<file path="config.mk">
export PLATFORM = sky130hd
export DESIGN_NAME = hq_cell
export DESIGN_NICKNAME = d
export VERILOG_FILES = /design/src/rtl/core/hq_pkg.sv /design/src/rtl/core/hq_cell.sv
export SDC_FILE = /design/constraint.sdc
export NUM_CORES = 1
export LEC_CHECK = 0
export BUFFER_PORTS_ARGS = -buffer_cell sky130_fd_sc_hd__buf_2
export CAP_MARGIN = 20
export CORE_ASPECT_RATIO = 0.9
export CORE_UTILIZATION = 45
export DETAILED_ROUTE_END_ITERATION = 8
export GPL_TIMING_DRIVEN = 0
export HOLD_SLACK_MARGIN = 0.05
export SETUP_SLACK_MARGIN = 0.15
export SYNTH_ARGS = -nofsm -noshare
export SYNTH_HDL_FRONTEND = slang
export SYNTH_SLANG_ARGS = --single-unit
export TNS_END_PERCENT = 10
</file>
<file path="constraint.sdc">
create_clock -name aclk -period 4.7 [get_ports aclk]
set_clock_uncertainty 0.15 [all_clocks]
set_input_delay 0.94 -clock aclk [delete_from_list [all_inputs] [get_ports aclk]]
set_output_delay 0.94 -clock aclk [all_outputs]
set_load 0.005 [all_outputs]
</file>
<file path="src/rtl/core/hq_pkg.sv">
// Shared constants, types and address helpers of the indexed min-heap priority queue.
package hq_pkg;

    // Sizing of the queue
    localparam int CAPACITY    = 64;
    localparam int KEY_COUNT   = 64;
    localparam int WEIGHT_BITS = 16;

    // Fixed field widths
    localparam int MODE_W   = 2;
    localparam int KEY_W    = 6;
    localparam int STATUS_W = 3;
    localparam int COUNT_W  = 7;

    // Heap nodes are numbered from 1; node n lives in row n/2, half n%2.
    localparam int NODE_W    = $clog2(CAPACITY + 1);
    localparam int ROW_W     = $clog2(CAPACITY / 2 + 1);
    localparam int LEVELS    = $clog2(CAPACITY + 1);
    localparam int LVL_W     = $clog2(LEVELS);
    localparam int CELL_AW   = (LEVELS > 2) ? LEVELS - 2 : 1;
    localparam int CELL_ROWS = 2 ** CELL_AW;
    localparam int KIDX_W    = $clog2(KEY_COUNT);

    // Stream word widths
    localparam int IN_W        = MODE_W + KEY_W + WEIGHT_BITS;
    localparam int IN_TDATA_W  = ((IN_W + 7) / 8) * 8;
    localparam int OUT_W       = STATUS_W + KEY_W + WEIGHT_BITS + 1 + COUNT_W;
    localparam int OUT_TDATA_W = ((OUT_W + 7) / 8) * 8;

    typedef enum logic [MODE_W-1:0] {
        MODE_INSERT,
        MODE_EXTRACT,
        MODE_CHANGE,
        MODE_QUERY
    } mode_t;

    typedef enum logic [STATUS_W-1:0] {
        STAT_OK,
        STAT_EMPTY,
        STAT_FULL,
        STAT_ABSENT,
        STAT_DUPLICATE
    } status_t;

    typedef enum logic [3:0] {
        ST_IDLE,
        ST_EXT_ROOT,
        ST_EXT_LAST,
        ST_POS,
        ST_CHG,
        ST_QRY,
        ST_UP_RD,
        ST_UP_CMP,
        ST_DN_RD,
        ST_DN_CMP,
        ST_WR_HOLE,
        ST_RESP
    } state_t;

    typedef struct packed {
        logic [KEY_W-1:0]              key;
        logic signed [WEIGHT_BITS-1:0] weight;
    } entry_t;

    // Two sibling nodes share one row: even node 2r and odd node 2r+1.
    typedef struct packed {
        entry_t odd;
        entry_t even;
    } pair_t;

    typedef struct packed {
        logic               en;
        logic [CELL_AW-1:0] addr;
        logic               half;
        entry_t             entry;
    } cell_wr_t;

    function automatic logic [ROW_W-1:0] node_row(input logic [NODE_W-1:0] node);
        return ROW_W'(node >> 1);
    endfunction

    // Heap level of a row: row 0 holds the root, row r holds level floor(log2 r)+1.
    function automatic logic [LVL_W-1:0] row_level(input logic [ROW_W-1:0] row);
        logic [LVL_W-1:0] lv;
        lv = '0;
        for (int b = 0; b < ROW_W; b++) begin
            if (row[b]) begin
                lv = LVL_W'(b + 1);
            end
        end
        return lv;
    endfunction

    // Row address inside its level cell: drop the leading one.
    function automatic logic [CELL_AW-1:0] row_local(input logic [ROW_W-1:0] row);
        logic [ROW_W-1:0] lead;
        lead = '0;
        for (int b = 0; b < ROW_W; b++) begin
            if (row[b]) begin
                lead = ROW_W'(1) << b;
            end
        end
        return CELL_AW'(row & ~lead);
    endfunction

    function automatic entry_t pick_half(input pair_t pair, input logic half);
        return half ? pair.odd : pair.even;
    endfunction

endpackage

</file>
<file path="src/rtl/core/hq_cell.sv">
// One heap level cell: sibling-pair storage with one write and one registered read.
module hq_cell (
    input  logic                       aclk,
    input  logic [hq_pkg::CELL_AW-1:0] rd_addr,
    input  hq_pkg::cell_wr_t           wr,
    output hq_pkg::pair_t              rd_pair
);
    import hq_pkg::*;

    entry_t mem_even [CELL_ROWS];
    entry_t mem_odd  [CELL_ROWS];
    pair_t  rd_pair_reg;

    always_ff @(posedge aclk) begin
        if (wr.en && !wr.half) begin
            mem_even[wr.addr] <= wr.entry;
        end
        if (wr.en && wr.half) begin
            mem_odd[wr.addr] <= wr.entry;
        end
        rd_pair_reg.even <= mem_even[rd_addr];
        rd_pair_reg.odd  <= mem_odd[rd_addr];
    end

    assign rd_pair = rd_pair_reg;

endmodule
</file>
==> summary.md <==
| Metric | Value |
|---|---|
| Status | finished clean |
| Grt total ovfl | 0 |
| Max_slew headroom | 31.7% |
| Crit. End Element | flop |
| Startpoint type of the worst setup path | input pin |
| Sw Ratio | 21.3% |
| Drc violations | 0 |
| Antenna violations before repair | 10 |
| Max_cap viols | 0 |
| Final Max Slew Viols | 0 |
| Synth Register Bits | 1,452 |
| # Post-CTS Setup Buffers | 0 |
| Synth top area cells | edfxtp_1 76%, mux2i_1 13%, a22oi_1 1.8% |
| Synthesized Nets | 3,170 |
| Pwr per Cell Area | 420 nW/µm² |
| Row cnt | 122 |
| All-Layer GR Usage | 21.9% |
| Final Hold Violating Endpoints | 0 |
| R2R Path Start | mem_even[7][16] |
| Cell Area, Synth | 55,700 µm² |
| Clock Latency Late Sink | 0.77 ns |
| CP Max Fanout | 10 |
| Logic gate share of total power | 5.4% |
| Max VDD drop | 0.387 mV |
| Pin count of the biggest net entering global routing | 65 |
| Vias/cell | 5.65 |
| Starting density of the core | 45.3% |
| Crit path DAT | 3.59 ns |
| Chip width | 373 µm |
| Post-CTS sizing | 0 |
| Die Span Y | 336 µm |
| CTS tree | yes |
| Internal power | 0.0212 W |
| Vias in the first global route | 28,700 |
| Fmax | 0.311 GHz |
| Clock H-tree levels | 4 |
| Period utilization | 68.4% |
| Post-route ant nets | 0 |
| Root Driver | clkbuf_16 |
| Clock transition at path regs | 0.06 ns |
| Data required, critical path | 5.08 ns |
| Time the worst path needs with I/O delays and setup | 3.22 ns |
| Synth cell types | 25 |
| DRT iter0 DRCs | 2,765 |
| Final Non-Filler Cells | 5,154 |
| Detailed-route via count | 29,100 |
| Reg power frac | 53.2% |
| Port bufs | 74 |
| Clk sinks | 1,452 |
| Sequential fraction of the synthesis area | 77.5% |
| Top-area cell type share of the netlist area | 75.9% |
| Switching pwr | 0.00576 W |
| Core Box Area | 123,000 µm² |
| Cell total after placement | 4,886 |
| Area grow syn2layout | 15.2% |
| First-pass GRT wire length | 196 mm |
| Design Power | 0.0270 W |
| Yosys warns | 0 |
| Total CTS buffers | 146 |
| Yosys top cell by area | edfxtp_1 |
| DP Wirelength | 92.1 mm |
| Length in cells of the worst reg-to-reg path | 5 |
| RSZ-0062 raised after global routing | no |
| Avg WL per Cell | 26.7 µm |
| Setup TNS | 0 ns |
| # IOs | 79 |
| WHS Path Cells | 1 |
| Cell count after synthesis | 3,135 |
| Endpoints failing setup | 0 |
| Final net count | 3,460 |
| Worst Setup SP | rd_addr[1] |
| Register-to-register path setup slack | 2.57 ns |
| Fill count | 9,780 |
| Synth Area per Inst | 17.8 µm² |
| WL final | 138 mm |
| Least-Margin Pin Slew | 1.02 ns |
| Clk pwr share | 41.4% |
| Hold/Removal Path Class | in2reg |
| Worst setup endpoint | rd_pair[16] |
| GPL Wtd Cong | 0.800 |
| Die area | 125,000 µm² |
| P_leak | 22.4 nW |
| Critical R2R Capture | rd_pair[16] |
| Cts hold-fix bufs | 0 |
| TritonRoute pass-1 iters | 5 |
| Type of the worst setup path | in2reg |
| Layout cells sized above 1 | 15.0% |
| Clock tree buffer depth | 3 |
## final cells by class
class	instances	area (µm²)	share of cell area [%]
clock inverter	65	457	0.711
buffer	182	1030	1.61
clock buffer	194	4110	6.40
antenna	6	15.0	0.0234
sequential	1452	43200	67.2
tap	1612	2020	3.14
timing repair buffer	142	1640	2.56
multi-input combinational	1501	11800	18.3
## cells in the final DEF, fill, tap and decap left out, drive strengths merged, types with 2 or more instances in the layout
| cell | netlist | layout |
|---|---|---|
| edfxtp | 1408 | 1408 |
| mux2i | 704 | 704 |
| buf | 126 | 268 |
| clkbuf | 56 | 250 |
| nand2 | 137 | 137 |
| nand3 | 137 | 137 |
| a22oi | 132 | 132 |
| a21oi | 132 | 132 |
| a22o | 88 | 88 |
| nor2 | 67 | 67 |
| clkinv | 0 | 55 |
| nor3 | 44 | 44 |
| a31oi | 44 | 44 |
| dfxtp | 44 | 44 |
| diode | 0 | 6 |
| bufinv | 0 | 6 |
| nor2b | 5 | 5 |
| nand3b | 3 | 3 |
| inv | 0 | 3 |
| nand2b | 2 | 2 |
| or3b | 2 | 2 |
## synth_stat cells
master    instances
a21oi_1         132
a22o_1           88
a22oi_1         132
a31oi_1          44
and2_1            1
buf_1             5
buf_2            51
buf_4            64
buf_6             6
clkbuf_1         56
dfxtp_1          44
edfxtp_1       1408
mux2i_1         704
nand2_1         137
nand2b_1          2
nand3_1         137
nand3b_1          3
nand4_1           1
nor2_1           66
nor2_2            1
nor2b_1           5
nor3_1           44
or2_2             1
or3_1             1
or3b_2            2
## critical path, stage by stage
cell and delay (ns):
buf_2 0.13, nor2_2 0.36, buf_2 0.36, buf_2 0.46, buf_2 0.31, nand2_1 0.10
a31oi_1 0.55, nand3_1 0.37
## routing by layer
| metal | vias to the layer above | GRT usage, % | part of all wire (%) |
|---|---|---|---|
| li1 | 13000 | - | - |
| met1 | 14900 | 32.0 | 46 |
| met2 | 988 | 33.2 | 45 |
| met3 | 183 | 4.65 | 7.5 |
| met4 | 10 | 5.71 | 1.9 |
| met5 | - | 0.981 | 0.15 |
## cells by family after synthesis
group	count (synthesis)	synth area share (%)
simple gates	401	3.20
mux	704	12.6
flops	1452	77.5
buf+inv	182	1.85
compound gates	396	4.84
## power groups by stage
stage / combinational, W / clock, W / sequential (W)
2_1_floorplan: 0.000712 / 0 / 0.0146
3_3_place_gp: 0.00139 / 0 / 0.0146
3_5_place_dp: 0.00146 / 0 / 0.0146
4_1_cts: 0.00147 / 0.0113 / 0.0144
5_1_grt: 0.00156 / 0.0118 / 0.0144
6_report: 0.00147 / 0.0112 / 0.0144
## how the worst min path moves through the flow
stage                startpoint             to  slack, ns
5_1_grt                   wr[0]  mem_odd[5][0]       0.36
3_3_place_gp    mem_odd[10][11]    rd_pair[33]       0.45
3_5_place_dp    mem_odd[10][17]    rd_pair[39]       0.47
2_1_floorplan  mem_even[16][10]    rd_pair[10]       0.40
6_report                  wr[0]  mem_odd[4][0]       0.36
4_1_cts                   wr[3]  mem_odd[7][3]       0.43
## metrics by stage
stage	cell area [µm²]	util [%]	hold slack, ns	setup WS (ns)
after CTS	64100	52.2	0.426	1.64
after global placement	58100	47.3	0.452	0.298
final	64200	52.3	0.363	1.48
after floorplan	55700	-	0.403	1.42
after detailed placement	59600	48.5	0.470	0.833
after global routing	64200	52.2	0.355	1.39
Power figures use the tool's default switching activity.
